--- src/rtl/mawe_pkg.sv ---
`timescale 1ns / 1ps
// Shared types and constants for the moving average block.
package mawe_pkg;

  localparam int DATA_W = 32;
  localparam int CFG_W  = 7;
  localparam logic [CFG_W-1:0] WL_RESET = 7'd3;

  localparam int KIND_W = 2;
  typedef logic [KIND_W-1:0] kind_t;
  localparam kind_t KIND_LEAD  = 2'd0;
  localparam kind_t KIND_FULL  = 2'd1;
  localparam kind_t KIND_TRAIL = 2'd2;

  // Shared divider: quotient bits resolved per cycle.
  localparam int DIV_STEPS  = 8;
  localparam int DIV_CYCLES = DATA_W / DIV_STEPS;

  localparam int QUEUE_DEPTH = 2;

  typedef struct packed {
    logic  last;
    logic  sub_old;
    logic  has_primary;
    kind_t kind;
    logic  short_flag;
  } item_flags_t;

endpackage

--- src/rtl/moving_average_with_edge_windows.sv ---
`timescale 1ns / 1ps
// Top level: moving average with shrinking edge windows over Q16.16 samples.
//
// Channel  Dir  Handshake              Payload
// input    in   in_valid / in_stall    sample, final_sample
// result   out  out_valid / out_stall  mean_value, window_kind, final_result, short_stream
// config   in   cfg_write              cfg_data (window_length)
//
// Steps for a sample that yields a full-window mean: queue pop, old-sample subtract (skipped
// when no old sample leaves the window), add and ring write, the shared divider at 8 quotient
// bits per cycle, output load; a sample that yields none skips the divide. On the last sample
// a setup step, then for each trailing mean one subtract per sample dropped from the tail span
// and a divide, paced by the single ring read port and the shared divider.
// Reset clears counters, sum, queue and output valid; the ring needs no clearing pass.
// A 2-entry queue keeps input accepted while the back part works; results hold under
// out_stall and the back part waits.
module moving_average_with_edge_windows #(
  parameter int MAX_WINDOW = 64
) (
  input  logic                        clk,
  input  logic                        rst,
  input  logic                        cfg_write,
  input  logic [mawe_pkg::CFG_W-1:0]  cfg_data,
  input  logic                        in_valid,
  output logic                        in_stall,
  input  logic [mawe_pkg::DATA_W-1:0] sample,
  input  logic                        final_sample,
  output logic                        out_valid,
  input  logic                        out_stall,
  output logic [mawe_pkg::DATA_W-1:0] mean_value,
  output logic [mawe_pkg::KIND_W-1:0] window_kind,
  output logic                        final_result,
  output logic                        short_stream
);

  localparam int CNT_W  = $clog2(MAX_WINDOW + 1);
  localparam int CNT1_W = CNT_W + 1;
  localparam int SEEN_W = $clog2(MAX_WINDOW + 2);
  localparam int IDX_W  = (MAX_WINDOW > 1) ? $clog2(MAX_WINDOW) : 1;
  localparam int ENT_W  = $bits(mawe_pkg::item_flags_t) + SEEN_W + IDX_W + mawe_pkg::DATA_W;
  localparam int WL_W   = (CNT_W > mawe_pkg::CFG_W) ? CNT_W : mawe_pkg::CFG_W;

  logic [mawe_pkg::CFG_W-1:0] window_length;
  logic [WL_W-1:0]            wl_ext;
  logic [CNT_W-1:0]           w;
  logic [CNT1_W-1:0]          w_inc;
  logic [CNT_W-1:0]           half;

  logic                       q_push;
  logic [ENT_W-1:0]           q_wr_data;
  logic                       q_full;
  logic                       q_pop;
  logic [ENT_W-1:0]           q_rd_data;
  logic                       q_empty;

  always_ff @(posedge clk) begin
    if (rst) begin
      window_length <= mawe_pkg::WL_RESET;
    end else if (cfg_write) begin
      window_length <= cfg_data;
    end
  end

  // Clamp the window into 1..MAX_WINDOW.
  assign wl_ext = WL_W'(window_length);
  assign w      = (window_length == '0)          ? CNT_W'(1)
                : (wl_ext > WL_W'(MAX_WINDOW))   ? CNT_W'(MAX_WINDOW)
                : CNT_W'(wl_ext);
  assign w_inc  = CNT1_W'(w) + CNT1_W'(1);
  assign half   = CNT_W'(w_inc >> 1);

  mawe_front #(
    .MAX_WINDOW (MAX_WINDOW)
  ) u_front (
    .clk          (clk),
    .rst          (rst),
    .clear        (cfg_write),
    .w            (w),
    .half         (half),
    .in_valid     (in_valid),
    .in_stall     (in_stall),
    .sample       (sample),
    .final_sample (final_sample),
    .q_full       (q_full),
    .q_push       (q_push),
    .q_data       (q_wr_data)
  );

  mawe_queue #(
    .WIDTH (ENT_W),
    .DEPTH (mawe_pkg::QUEUE_DEPTH)
  ) u_queue (
    .clk     (clk),
    .rst     (rst),
    .push    (q_push),
    .wr_data (q_wr_data),
    .full    (q_full),
    .pop     (q_pop),
    .rd_data (q_rd_data),
    .empty   (q_empty)
  );

  mawe_back #(
    .MAX_WINDOW (MAX_WINDOW)
  ) u_back (
    .clk          (clk),
    .rst          (rst),
    .clear        (cfg_write),
    .w            (w),
    .half         (half),
    .q_empty      (q_empty),
    .q_data       (q_rd_data),
    .q_pop        (q_pop),
    .out_valid    (out_valid),
    .out_stall    (out_stall),
    .mean_value   (mean_value),
    .window_kind  (window_kind),
    .final_result (final_result),
    .short_stream (short_stream)
  );

endmodule

--- src/rtl/mawe_ram.sv ---
`timescale 1ns / 1ps
// Generic single-write, single-read RAM with registered read data.
module mawe_ram #(
  parameter int WIDTH = 32,
  parameter int DEPTH = 64,
  localparam int AW = (DEPTH > 1) ? $clog2(DEPTH) : 1
) (
  input  logic             clk,
  input  logic             we,
  input  logic [AW-1:0]    waddr,
  input  logic [WIDTH-1:0] wdata,
  input  logic             re,
  input  logic [AW-1:0]    raddr,
  output logic [WIDTH-1:0] rdata
);

  logic [WIDTH-1:0] mem [DEPTH];

  always_ff @(posedge clk) begin
    if (we) begin
      mem[waddr] <= wdata;
    end
    if (re) begin
      rdata <= mem[raddr];
    end
  end

endmodule

--- src/rtl/mawe_queue.sv ---
`timescale 1ns / 1ps
// Short register queue between the front and back parts.
module mawe_queue #(
  parameter int WIDTH = 8,
  parameter int DEPTH = 2,
  localparam int PW = (DEPTH > 1) ? $clog2(DEPTH) : 1,
  localparam int CW = $clog2(DEPTH + 1)
) (
  input  logic             clk,
  input  logic             rst,
  input  logic             push,
  input  logic [WIDTH-1:0] wr_data,
  output logic             full,
  input  logic             pop,
  output logic [WIDTH-1:0] rd_data,
  output logic             empty
);

  logic [WIDTH-1:0] slots [DEPTH];
  logic [PW-1:0]    wr_ptr;
  logic [PW-1:0]    rd_ptr;
  logic [CW-1:0]    count;
  logic             do_push;
  logic             do_pop;

  assign full    = (count == CW'(DEPTH));
  assign empty   = (count == '0);
  assign do_push = push && !full;
  assign do_pop  = pop && !empty;
  assign rd_data = slots[rd_ptr];

  always_ff @(posedge clk) begin
    if (do_push) begin
      slots[wr_ptr] <= wr_data;
    end
  end

  always_ff @(posedge clk) begin
    if (rst) begin
      wr_ptr <= '0;
      rd_ptr <= '0;
      count  <= '0;
    end else begin
      if (do_push) begin
        wr_ptr <= (wr_ptr == PW'(DEPTH - 1)) ? '0 : wr_ptr + PW'(1);
      end
      if (do_pop) begin
        rd_ptr <= (rd_ptr == PW'(DEPTH - 1)) ? '0 : rd_ptr + PW'(1);
      end
      if (do_push && !do_pop) begin
        count <= count + CW'(1);
      end else if (do_pop && !do_push) begin
        count <= count - CW'(1);
      end
    end
  end

endmodule

--- src/rtl/mawe_div.sv ---
`timescale 1ns / 1ps
// Multi-cycle restoring divider: 32-bit quotient of a window sum by a small count.
module mawe_div #(
  parameter int SUM_W = 38,
  parameter int CNT_W = 7,
  localparam int EXT_W = mawe_pkg::DATA_W + CNT_W,
  localparam int CC_W = (mawe_pkg::DIV_CYCLES > 1) ? $clog2(mawe_pkg::DIV_CYCLES) : 1
) (
  input  logic                        clk,
  input  logic                        rst,
  input  logic                        start,
  input  logic [SUM_W-1:0]            dividend,
  input  logic [CNT_W-1:0]            divisor,
  output logic                        busy,
  output logic [mawe_pkg::DATA_W-1:0] quotient
);

  logic [EXT_W-1:0]            dext;
  logic [CNT_W-1:0]            rem;
  logic [CNT_W-1:0]            dvs;
  logic [CC_W-1:0]             cyc;
  logic [CNT_W-1:0]            rem_next;
  logic [mawe_pkg::DATA_W-1:0] quo_next;

  assign dext = EXT_W'(dividend);

  // The sum is below divisor * 2^32, so the top part starts below the divisor.
  always_comb begin
    logic [CNT_W:0] trial;
    logic           qbit;
    rem_next = rem;
    quo_next = quotient;
    for (int i = 0; i < mawe_pkg::DIV_STEPS; i++) begin
      trial = {rem_next, quo_next[mawe_pkg::DATA_W-1]};
      qbit  = (trial >= {1'b0, dvs});
      if (qbit) begin
        rem_next = CNT_W'(trial - {1'b0, dvs});
      end else begin
        rem_next = trial[CNT_W-1:0];
      end
      quo_next = {quo_next[mawe_pkg::DATA_W-2:0], qbit};
    end
  end

  always_ff @(posedge clk) begin
    if (rst) begin
      busy <= 1'b0;
    end else if (start) begin
      rem      <= dext[EXT_W-1:mawe_pkg::DATA_W];
      quotient <= dext[mawe_pkg::DATA_W-1:0];
      dvs      <= divisor;
      cyc      <= CC_W'(mawe_pkg::DIV_CYCLES - 1);
      busy     <= 1'b1;
    end else if (busy) begin
      rem      <= rem_next;
      quotient <= quo_next;
      if (cyc == '0) begin
        busy <= 1'b0;
      end else begin
        cyc <= cyc - CC_W'(1);
      end
    end
  end

endmodule

--- src/rtl/mawe_front.sv ---
`timescale 1ns / 1ps
// Front part: accepts samples, tracks stream position, classifies each item.
module mawe_front #(
  parameter int MAX_WINDOW = 64,
  localparam int CNT_W  = $clog2(MAX_WINDOW + 1),
  localparam int SEEN_W = $clog2(MAX_WINDOW + 2),
  localparam int IDX_W  = (MAX_WINDOW > 1) ? $clog2(MAX_WINDOW) : 1,
  localparam int ENT_W  = $bits(mawe_pkg::item_flags_t) + SEEN_W + IDX_W + mawe_pkg::DATA_W
) (
  input  logic                        clk,
  input  logic                        rst,
  input  logic                        clear,
  input  logic [CNT_W-1:0]            w,
  input  logic [CNT_W-1:0]            half,
  input  logic                        in_valid,
  output logic                        in_stall,
  input  logic [mawe_pkg::DATA_W-1:0] sample,
  input  logic                        final_sample,
  input  logic                        q_full,
  output logic                        q_push,
  output logic [ENT_W-1:0]            q_data
);

  logic [SEEN_W-1:0]     seen;
  logic [IDX_W-1:0]      head;
  logic [SEEN_W-1:0]     seen_next;
  logic [IDX_W-1:0]      head_next;
  logic [SEEN_W-1:0]     w_ext;
  logic [SEEN_W-1:0]     half_ext;
  logic                  accept;
  logic                  lead;
  mawe_pkg::item_flags_t flags;

  assign in_stall = q_full;
  assign accept   = in_valid && !q_full;
  assign q_push   = accept;

  assign w_ext     = SEEN_W'(w);
  assign half_ext  = SEEN_W'(half);
  assign seen_next = (seen == SEEN_W'(MAX_WINDOW + 1)) ? seen : seen + SEEN_W'(1);
  assign head_next = (head == IDX_W'(MAX_WINDOW - 1)) ? '0 : head + IDX_W'(1);
  assign lead      = (seen_next < half_ext);

  always_comb begin
    flags.last        = final_sample;
    flags.sub_old     = (seen >= w_ext);
    flags.has_primary = lead || (seen_next >= w_ext);
    flags.kind        = lead ? mawe_pkg::KIND_LEAD : mawe_pkg::KIND_FULL;
    flags.short_flag  = (seen_next <= w_ext);
  end

  assign q_data = {flags, seen_next, head, sample};

  always_ff @(posedge clk) begin
    if (rst || clear) begin
      seen <= '0;
      head <= '0;
    end else if (accept) begin
      // the last sample ends the stream
      if (final_sample) begin
        seen <= '0;
        head <= '0;
      end else begin
        seen <= seen_next;
        head <= head_next;
      end
    end
  end

endmodule

--- src/rtl/mawe_back.sv ---
`timescale 1ns / 1ps
// Back part: keeps the sample ring and window sum, divides, emits results.
module mawe_back #(
  parameter int MAX_WINDOW = 64,
  localparam int CNT_W  = $clog2(MAX_WINDOW + 1),
  localparam int SEEN_W = $clog2(MAX_WINDOW + 2),
  localparam int IDX_W  = (MAX_WINDOW > 1) ? $clog2(MAX_WINDOW) : 1,
  localparam int AW1    = IDX_W + 1,
  localparam int SUM_W  = mawe_pkg::DATA_W + $clog2(MAX_WINDOW),
  localparam int ENT_W  = $bits(mawe_pkg::item_flags_t) + SEEN_W + IDX_W + mawe_pkg::DATA_W
) (
  input  logic                        clk,
  input  logic                        rst,
  input  logic                        clear,
  input  logic [CNT_W-1:0]            w,
  input  logic [CNT_W-1:0]            half,
  input  logic                        q_empty,
  input  logic [ENT_W-1:0]            q_data,
  output logic                        q_pop,
  output logic                        out_valid,
  input  logic                        out_stall,
  output logic [mawe_pkg::DATA_W-1:0] mean_value,
  output logic [mawe_pkg::KIND_W-1:0] window_kind,
  output logic                        final_result,
  output logic                        short_stream
);

  localparam logic [2:0] B_IDLE = 3'd0;
  localparam logic [2:0] B_SUB  = 3'd1;
  localparam logic [2:0] B_ADD  = 3'd2;
  localparam logic [2:0] B_DIV  = 3'd3;
  localparam logic [2:0] B_TSET = 3'd4;
  localparam logic [2:0] B_TCHK = 3'd5;
  localparam logic [2:0] B_TSUB = 3'd6;

  logic [2:0] st;

  mawe_pkg::item_flags_t       q_flags;
  logic [SEEN_W-1:0]           q_seen;
  logic [IDX_W-1:0]            q_slot;
  logic [mawe_pkg::DATA_W-1:0] q_sample;

  mawe_pkg::item_flags_t       ent_flags;
  logic [SEEN_W-1:0]           ent_seen;
  logic [IDX_W-1:0]            ent_slot;
  logic [mawe_pkg::DATA_W-1:0] ent_sample;

  logic [SUM_W-1:0]            sum;
  logic [SUM_W-1:0]            tsum;
  logic [SUM_W-1:0]            sum_add;
  logic [CNT_W-1:0]            cnt;
  logic [CNT_W-1:0]            m;
  logic [CNT_W-1:0]            m_init;
  logic [CNT_W-1:0]            span_init;
  logic [CNT_W-1:0]            tail_cnt;
  logic                        drop;
  mawe_pkg::kind_t             res_kind;
  logic                        res_final;

  logic [AW1-1:0]              old_tmp;
  logic [AW1-1:0]              tail_tmp;
  logic [IDX_W-1:0]            old_addr;
  logic [IDX_W-1:0]            tail_addr;

  logic                        ram_we;
  logic                        ram_re;
  logic [IDX_W-1:0]            ram_raddr;
  logic [mawe_pkg::DATA_W-1:0] ram_rdata;

  logic                        div_start;
  logic [SUM_W-1:0]            div_dividend;
  logic [CNT_W-1:0]            div_divisor;
  logic                        div_busy;
  logic [mawe_pkg::DATA_W-1:0] div_quotient;
  logic                        out_free;
  logic                        res_load;

  assign {q_flags, q_seen, q_slot, q_sample} = q_data;

  assign q_pop    = (st == B_IDLE) && !q_empty;
  assign out_free = !out_valid || !out_stall;
  assign res_load = (st == B_DIV) && !div_busy && out_free;
  assign sum_add  = sum + SUM_W'(ent_sample);
  assign m_init   = half - CNT_W'(1);

  // Samples held in the window sum, and samples the current trailing mean covers.
  assign span_init = (ent_seen >= SEEN_W'(w)) ? w : CNT_W'(ent_seen);
  assign tail_cnt  = (SEEN_W'(m) < ent_seen) ? m : CNT_W'(ent_seen);
  assign drop      = (cnt > tail_cnt);

  // Ring addresses modulo the ring depth.
  assign old_tmp   = AW1'(q_slot) + AW1'(MAX_WINDOW) - AW1'(w);
  assign old_addr  = (old_tmp >= AW1'(MAX_WINDOW)) ? IDX_W'(old_tmp - AW1'(MAX_WINDOW))
                                                    : IDX_W'(old_tmp);
  assign tail_tmp  = AW1'(ent_slot) + AW1'(1) + AW1'(MAX_WINDOW) - AW1'(cnt);
  assign tail_addr = (tail_tmp >= AW1'(MAX_WINDOW)) ? IDX_W'(tail_tmp - AW1'(MAX_WINDOW))
                                                     : IDX_W'(tail_tmp);

  assign ram_we    = (st == B_ADD);
  assign ram_re    = (q_pop && q_flags.sub_old) || ((st == B_TCHK) && drop);
  assign ram_raddr = (st == B_IDLE) ? old_addr : tail_addr;

  assign div_start    = ((st == B_ADD) && ent_flags.has_primary) || ((st == B_TCHK) && !drop);
  assign div_dividend = (st == B_ADD) ? sum_add : tsum;
  assign div_divisor  = (st == B_TCHK) ? tail_cnt
                      : (ent_flags.kind == mawe_pkg::KIND_LEAD) ? CNT_W'(ent_seen) : w;

  mawe_ram #(
    .WIDTH (mawe_pkg::DATA_W),
    .DEPTH (MAX_WINDOW)
  ) u_ring (
    .clk   (clk),
    .we    (ram_we),
    .waddr (ent_slot),
    .wdata (ent_sample),
    .re    (ram_re),
    .raddr (ram_raddr),
    .rdata (ram_rdata)
  );

  mawe_div #(
    .SUM_W (SUM_W),
    .CNT_W (CNT_W)
  ) u_div (
    .clk      (clk),
    .rst      (rst),
    .start    (div_start),
    .dividend (div_dividend),
    .divisor  (div_divisor),
    .busy     (div_busy),
    .quotient (div_quotient)
  );

  always_ff @(posedge clk) begin
    if (rst) begin
      out_valid <= 1'b0;
    end else if (res_load) begin
      out_valid <= 1'b1;
    end else if (!out_stall) begin
      out_valid <= 1'b0;
    end
  end

  always_ff @(posedge clk) begin
    if (rst) begin
      st        <= B_IDLE;
      sum       <= '0;
    end else begin
      unique case (st)
        B_IDLE: begin
          if (clear) begin
            sum <= '0;
          end
          if (!q_empty) begin
            ent_flags  <= q_flags;
            ent_seen   <= q_seen;
            ent_slot   <= q_slot;
            ent_sample <= q_sample;
            st         <= q_flags.sub_old ? B_SUB : B_ADD;
          end
        end
        B_SUB: begin
          // drop the sample leaving the window
          sum <= sum - SUM_W'(ram_rdata);
          st  <= B_ADD;
        end
        B_ADD: begin
          sum <= sum_add;
          if (ent_flags.has_primary) begin
            res_kind  <= ent_flags.kind;
            res_final <= ent_flags.last && (m_init == '0);
            st        <= B_DIV;
          end else if (ent_flags.last) begin
            st <= B_TSET;
          end else begin
            st <= B_IDLE;
          end
        end
        B_DIV: begin
          if (res_load) begin
            mean_value   <= div_quotient;
            window_kind  <= res_kind;
            final_result <= res_final;
            short_stream <= ent_flags.last && ent_flags.short_flag;
            if (res_kind == mawe_pkg::KIND_TRAIL) begin
              if (m == CNT_W'(1)) begin
                sum <= '0;
                st  <= B_IDLE;
              end else begin
                m  <= m - CNT_W'(1);
                st <= B_TCHK;
              end
            end else if (ent_flags.last) begin
              st <= B_TSET;
            end else begin
              st <= B_IDLE;
            end
          end
        end
        B_TSET: begin
          tsum <= sum;
          cnt  <= span_init;
          m    <= m_init;
          if (m_init == '0) begin
            sum <= '0;
            st  <= B_IDLE;
          end else begin
            st <= B_TCHK;
          end
        end
        B_TCHK: begin
          // shrink the tail span one sample at a time, then divide
          if (drop) begin
            st <= B_TSUB;
          end else begin
            res_kind  <= mawe_pkg::KIND_TRAIL;
            res_final <= (m == CNT_W'(1));
            st        <= B_DIV;
          end
        end
        B_TSUB: begin
          tsum <= tsum - SUM_W'(ram_rdata);
          cnt  <= cnt - CNT_W'(1);
          st   <= B_TCHK;
        end
        default: begin
          st <= B_IDLE;
        end
      endcase
    end
  end

endmodule

--- config.mk ---
export PLATFORM = sky130hd
export DESIGN_NAME = moving_average_with_edge_windows
export DESIGN_NICKNAME = d
export VERILOG_FILES = /design/src/rtl/mawe_pkg.sv /design/src/rtl/moving_average_with_edge_windows.sv /design/src/rtl/mawe_ram.sv /design/src/rtl/mawe_queue.sv /design/src/rtl/mawe_div.sv /design/src/rtl/mawe_front.sv /design/src/rtl/mawe_back.sv
export SDC_FILE = /design/constraint.sdc
export NUM_CORES = 2
export LEC_CHECK = 0
export BUFFER_PORTS_ARGS = -buffer_cell sky130_fd_sc_hd__buf_2
export CAP_MARGIN = 20
export CORE_ASPECT_RATIO = 0.5
export CORE_MARGIN = 5
export CORE_UTILIZATION = 60
export DETAILED_ROUTE_END_ITERATION = 8
export PLACE_DENSITY_LB_ADDON = 0.08
export SYNTH_ARGS = -nofsm -noshare
export SYNTH_HDL_FRONTEND = slang
export SYNTH_HIERARCHICAL = 1
export SYNTH_SLANG_ARGS = --single-unit
--- constraint.sdc ---
create_clock -name clk -period 19.8 [get_ports clk]
set_clock_uncertainty 0.2 [all_clocks]
set_input_delay 1.98 -clock clk [delete_from_list [all_inputs] [get_ports clk]]
set_output_delay 1.98 -clock clk [all_outputs]
set_load 0.02 [all_outputs]
# --- Word level (Yosys, flattened, before mapping) ---
# Memory sizes are Yosys's and may differ from the RTL's. A register that Yosys moved wholly into a read port is not among the register bits.
# Cells that the tools add are included.
totals:
  n_memories: 2
  ram_bits: 2148
  ff_bits: 256
  output_inout_bits: 38
mem_list:
  columns: ["memory", "depth", "word_bits", "read_ports", "rd_ports_with_merged_regs", "wr", "line_no", "source"]
  rows:
  - ["u_back.u_ring.mem", 64, 32, 1, 1, 1, "mawe_ram.sv:17", "logic [WIDTH-1:0] mem [DEPTH];"]
  - ["u_queue.slots", 2, 50, 1, 1, 1, "mawe_queue.sv:19", "logic [WIDTH-1:0] slots [DEPTH];"]
op_classes:
  n_eq_ne: 22
  n_bitwise: 2
  order_cmp: 18
  n_reduce_logical: 49
  mux: 72
  addsub: 29
ops:
  columns: ["operator", "count"]
  rows:
  - ["two-way mux 38 bit", 6]
  - ["case mux 38 bit (5 select lines)", 1]
  - ["two-way mux 7 bit", 20]
  - ["case mux 38 bit (2 select lines)", 1]
  - ["subtractor 38 x 32 -> 38 bit", 2]
  - ["subtractor 7 bit", 10]
  - [">= comparator 8 x 7 -> 1 bit", 8]
  - ["two-way mux 32 bit", 2]
  - ["adder 38 x 32 -> 38 bit", 1]
  - ["two-way mux 6 bit", 6]
  - ["case mux 7 bit (2 select lines)", 2]
  - ["two-way mux 3 bit", 8]
  - [">= comparator 7 bit", 3]
  - ["case mux 3 bit (7 select lines)", 1]
  - ["subtractor 7 x 1 -> 7 bit, second input constant", 3]
  - ["two-way mux 1 bit", 16]
  - [">= comparator 7 bit, second input constant", 2]
  - ["logical AND 1 bit", 14]
  - ["zero test 7 bit", 2]
  - ["less-than comparator 7 bit", 2]
  - ["two-way mux 2 bit", 7]
  - ["inequality test 2 bit, second input constant", 6]
  - ["subtractor 6 x 1 -> 6 bit, second input constant", 2]
  - ["inequality test 2 x 1 -> 1 bit, second input constant", 5]
  - ["33 further kinds", 62]

# --- Longest topological paths before layout ---
depth:
  ltp_word: 18
  mapped_depth: 78
  mapped_depth_nobuf: 78

# --- Cells and area by module ---
# The synthesis kept the hierarchy.
modules_own_cells:
  columns: ["module", "cells_per_inst", "area_each_um2", "n_inst"]
  rows:
  - ["mawe_ram", 3323, 78829.4, 1]
  - ["mawe_back", 1605, 14010.9, 1]
  - ["mawe_div", 533, 5285.1, 1]
  - ["mawe_queue", 184, 3885.0, 1]
  - ["mawe_front", 201, 1536.5, 1]
  - ["moving_average_with_edge_windows", 46, 399.1, 1]

# --- Least setup slack after synthesis ---
# OpenSTA, ideal clock, no wires.
synth_path:
  path_type: "register to register"
  start: "register u_back.u_div.dvs[1]"
  end: "register u_back.u_div.rem[2], data pin"
  path_buffers: 1
  stages_incl_launch_ff: 73
  setup_ps: 273
  t_arrival_ps: 16807
  period_less_slack_ps: 17281
  path_slack_ps: 2519
  cell_sequence: "edfxtp_1 -> inv_1 -> fa_1 -> a211oi_1 -> nor3_1 -> nor3_2 -> mux2_2 -> ha_1 -> nor2b_1 -> o31a_1 -> o311a_1 -> a211oi_4 -> buf_2 -> mux2_2 -> ha_1 -> and2_1 -> a221o_1 -> a211oi_1 -> [... 37 more ...] -> a21o_1 -> a21o_1 -> a211o_1 -> a221oi_4 -> nand2_1 -> nor2_1 -> a21oi_1 -> ha_1 -> nor2b_1 -> o21ai_0 -> nand2b_1 -> a21o_1 -> a21oi_1 -> o21ai_0 -> a21o_1 -> a31o_2 -> o21ai_1 -> o221ai_1"
synth_between:
  elab_chain_len: 18
  word_cells_on_any_way: 26
synth_lines:
  columns: ["element", "line_no", "source"]
  rows:
  - ["start, declared", "mawe_div.sv:20", "logic [CNT_W-1:0] dvs;"]
  - ["start signal, assigned", "mawe_div.sv:51", "dvs <= divisor;"]
  - ["subtractor 7 bit / >= comparator 8 x 7 -> 1 bit (equally long branches)", "mawe_div.sv:37, mawe_div.sv:35", null]
  - ["two-way mux 7 bit", "mawe_div.sv:36", "if (qbit) begin"]
  - ["subtractor 7 bit / >= comparator 8 x 7 -> 1 bit (equally long branches)", "mawe_div.sv:37, mawe_div.sv:35", null]
  - ["two-way mux 7 bit", "mawe_div.sv:36", null]
  - ["subtractor 7 bit / >= comparator 8 x 7 -> 1 bit (equally long branches)", "mawe_div.sv:37, mawe_div.sv:35", null]
  - ["two-way mux 7 bit", "mawe_div.sv:36", null]
  - ["subtractor 7 bit / >= comparator 8 x 7 -> 1 bit (equally long branches)", "mawe_div.sv:37, mawe_div.sv:35", null]
  - ["two-way mux 7 bit", "mawe_div.sv:36", null]
  - ["[... 2 more ...]", null, null]
  - ["subtractor 7 bit / >= comparator 8 x 7 -> 1 bit (equally long branches)", "mawe_div.sv:37, mawe_div.sv:35", null]
  - ["two-way mux 7 bit", "mawe_div.sv:36", null]
  - [">= comparator 8 x 7 -> 1 bit / subtractor 7 bit (equally long branches)", "mawe_div.sv:35, mawe_div.sv:37", null]
  - ["two-way mux 7 bit", "mawe_div.sv:36", null]
  - ["subtractor 7 bit / >= comparator 8 x 7 -> 1 bit (equally long branches)", "mawe_div.sv:37, mawe_div.sv:35", null]
  - ["two-way mux 7 bit *", "mawe_div.sv:36", null]
  - ["two-way mux 7 bit *", "mawe_div.sv:54", "end else if (busy) begin"]
  - ["two-way mux 6 bit *", "mawe_div.sv:48", "end else if (start) begin"]
  - ["end signal, assigned", "mawe_div.sv:49", "rem <= dext[EXT_W-1:mawe_pkg::DATA_W];"]
  - ["end signal, assigned", "mawe_div.sv:55", "rem <= rem_next;"]
  - ["end, declared", "mawe_div.sv:19", "logic [CNT_W-1:0] rem;"]
# Every way passes the cells marked *; elsewhere a longest branch is shown, timed or not. The select of a mux whose other input is x is not followed.
# A chain may end at the register's enable or synchronous reset.

# --- Worst setup path after layout ---
layout_path:
  start: "register u_back.u_div.dvs[5]"
  end: "register u_back.u_div.rem[4], data pin"
layout_between:
  elab_chain_len: 18
  word_cells_on_any_way: 26
layout_lines:
  columns: ["element", "line_no"]
  rows:
  - ["subtractor 7 bit / >= comparator 8 x 7 -> 1 bit (equally long branches)", "mawe_div.sv:37, mawe_div.sv:35"]
  - ["two-way mux 7 bit", "mawe_div.sv:36"]
  - ["subtractor 7 bit / >= comparator 8 x 7 -> 1 bit (equally long branches)", "mawe_div.sv:37, mawe_div.sv:35"]
  - ["two-way mux 7 bit", "mawe_div.sv:36"]
  - [">= comparator 8 x 7 -> 1 bit / subtractor 7 bit (equally long branches)", "mawe_div.sv:35, mawe_div.sv:37"]
  - ["two-way mux 7 bit", "mawe_div.sv:36"]
  - ["subtractor 7 bit / >= comparator 8 x 7 -> 1 bit (equally long branches)", "mawe_div.sv:37, mawe_div.sv:35"]
  - ["two-way mux 7 bit", "mawe_div.sv:36"]
  - ["[... 2 more ...]", null]
  - ["subtractor 7 bit / >= comparator 8 x 7 -> 1 bit (equally long branches)", "mawe_div.sv:37, mawe_div.sv:35"]
  - ["two-way mux 7 bit", "mawe_div.sv:36"]
  - [">= comparator 8 x 7 -> 1 bit / subtractor 7 bit (equally long branches)", "mawe_div.sv:35, mawe_div.sv:37"]
  - ["two-way mux 7 bit", "mawe_div.sv:36"]
  - ["subtractor 7 bit / >= comparator 8 x 7 -> 1 bit (equally long branches)", "mawe_div.sv:37, mawe_div.sv:35"]
  - ["two-way mux 7 bit *", "mawe_div.sv:36"]
  - ["two-way mux 7 bit *", "mawe_div.sv:54"]
  - ["two-way mux 6 bit *", "mawe_div.sv:48"]
# Marks and branches as above.

==> out/results.ini <==
[run_status]
outcome=finished clean

[drt]
wl_per_cell_um=32.85
ant_nets=0
dr.pass1.iters=6
drt_iter0_drc=7886
via_per_inst=6.773
route.detailed.drc=0
drt_wl_total_mm=283.5
routed-via-count=58466

[floorplan]
die_w_um=598.6
ios=83
die_h_um=304.3
die-area_mm2=0.1822
placementRows=108
core_mm2=0.1728
start_util_pct=60.14

[sta]
fmax_mhz=55.82
hold_ws_ps=245.2
setup_ws_ps=1884
hold_viol=0
final.min_clock_period_ps=17920
finalCritPeriodShare_pct=90.48
finalSetupViolCount=0
drv_slew=0
maxSlewHeadroom_pct=24.17
rsz0062_at_grt=false
tightest_slew_ps=1131
finalSetupTns_ps=0

[clock_network]
clock_latency_ps=900
htreeDepth=4
cts_made_buffers=208
cts_tree=yes
root_buffer=clkbuf_16
clk_pin_slew_ps=70
postCtsSetupBuffers=0
cts_buffer_depth=4
cts.repair.resized=0
clkSinkCount=2439
hold_buffers=0

[hold_path]
hold_start=u_back/res_final
hold_end=u_back/final_result
worstHoldPathCells=0
hold_class=reg2reg

[worst_setup_path]
critical_path_required_ps=20130
critPathSlowestCell=o31ai_1
crit_fanout=12
critical_path_class=reg2reg
arrival_ps=18250
cp_slowest_stage_delay_ps=550
rr_startpoint=u_back/u_div/dvs[5]
cp-start-kind=register
endpoint_kind=register
crit_start=u_back/u_div/dvs[5]
crit_path_frequent_cell=ha_1
regToRegSetupSlack_ps=1880
reg2reg_depth=76
rr_endpoint=u_back/u_div/rem[4]

[synthesis]
ys_types=116
synth-async-reset-ratio_pct=0
synth.avg_cell_area_um2=17.64
synth_top_area_cell=edfxtp_1
synth_common_cells=edfxtp_1, mux4_2, nor2_1, nand2_1, a21oi_1
synth.most_common_cell=edfxtp_1
synth_warnings=6
synth_edf_count=2371
yosys-top-cells-area=edfxtp_1, mux4_2, ha_1
synthCells=5892
synth_ff_type=edfxtp_1
synth_top_cell_area_share_pct=68.50
seq_area_frac_synth_pct=69.81
synth_area_mm2=0.1039
ys_ff_latch=2439

[job]
cap_viol_max_count=0

[placed_design]
hpwl_mm=170.9
dp_slack_ps=1833
gp_congestion=0.8970
port_buffers=82
dp_cells=8257

[global_route]
antenna_found_initial=14
overflow=0
grt.total_usage_pct=31.06
grt_pass1_wl_mm=406.5
grt_pass1_vias=57089
grt_max_degree=98

[final_layout]
nets=6431
syn_to_final_growth_pct=10.67
drive_gt1_share_pct=22.73
stdcell_count=8632

-- sequential cells by signal, summed over array words and instances, names as in the netlist, 32 cells and up, named ones only --
| signal | flops |
|---|---|
| u_back/u_ring/mem | 2048 |
| u_queue/slots | 102 |
| u_back/tsum | 38 |
| u_back/ent_sample | 32 |
| u_back/u_div/quotient | 32 |
| u_back/u_ring/rdata | 32 |
| u_back/mean_value | 32 |
| u_back/sum | 38 |
-- layer usage --
metal	GRT usage (%)	vias up	share of wire, %
li1	-	24188	-
met1	47.05	30510	40
met2	46.97	3386	46
met3	6.757	380	11
met4	7.437	2	2.6
met5	0	-	0.0071
-- worst max path at each step --
stage,end,slack [ps],cells past startpoint
after floorplan,u_back/u_div/rem[2],2520,72
after global placement,u_back/u_div/rem[4],1820,75
after detailed placement,u_back/u_div/rem[2],1830,75
after CTS,u_back/u_div/rem[4],1750,75
after global routing,u_back/u_div/rem[4],390,76
final,u_back/u_div/rem[4],1880,76
-- layout make-up --
class / count / area (um2)
sequential: 2439 / 72560
fill: 11396 / 57790
multi-input combinational: 2990 / 29860
clock buffer: 243 / 5421
tap: 2310 / 2890
timing repair buffer: 357 / 2555
clock inverter: 129 / 1141
inverter: 161 / 604.3
antenna: 3 / 7.507
-- through the flow --
step           instance area (um2)  utilization, %
2_1_floorplan               104000               -
3_3_place_gp                108400           62.74
3_5_place_dp                108500           62.76
4_1_cts                     115000           66.56
5_1_grt                     115000           66.56
6_report                    115000           66.56
-- layout by cell type (no fill, tap or decap), types with 34 or more instances in the layout --
| cell | count |
|---|---|
| edfxtp_1 | 2371 |
| mux4_2 | 544 |
| nand2_1 | 294 |
| buf_4 | 268 |
| nor2_1 | 243 |
| a21oi_1 | 232 |
| ha_1 | 216 |
| clkbuf_16 | 212 |
| inv_1 | 158 |
| o21ai_0 | 129 |
| mux2i_1 | 123 |
| mux2_2 | 94 |
| o22ai_1 | 91 |
| buf_2 | 83 |
| xnor2_1 | 81 |
| a21o_1 | 73 |
| xor2_1 | 71 |
| dfxtp_1 | 67 |
| nor2_4 | 64 |
| nor3_1 | 51 |
| nor2b_1 | 48 |
| nand2b_1 | 48 |
| clkinv_1 | 47 |
| clkinv_2 | 43 |
| nand3_1 | 42 |
| o21ai_1 | 40 |
| a31oi_1 | 34 |
| o221ai_1 | 34 |
-- critical path, delay by kind of cell (launching register included) --
family	cells	cell delay [ps]
compound gates	38	8370
fa+ha+maj	8	2640
flops	1	350
mux	5	1540
simple gates	17	3200
buf+inv	8	1350
-- logic make-up after synthesis --
group	share of synthesized area [%]
compound gates	5.629
other cells	0.007225
simple gates	4.381
buf+inv	2.032
flops	69.81
mux	14.01
xor+xnor	1.281
fa+ha+maj	2.850
Power is left out: the tool's default activity adds up to more than one toggle a clock period on the data nets, which glitch-free logic cannot reach.
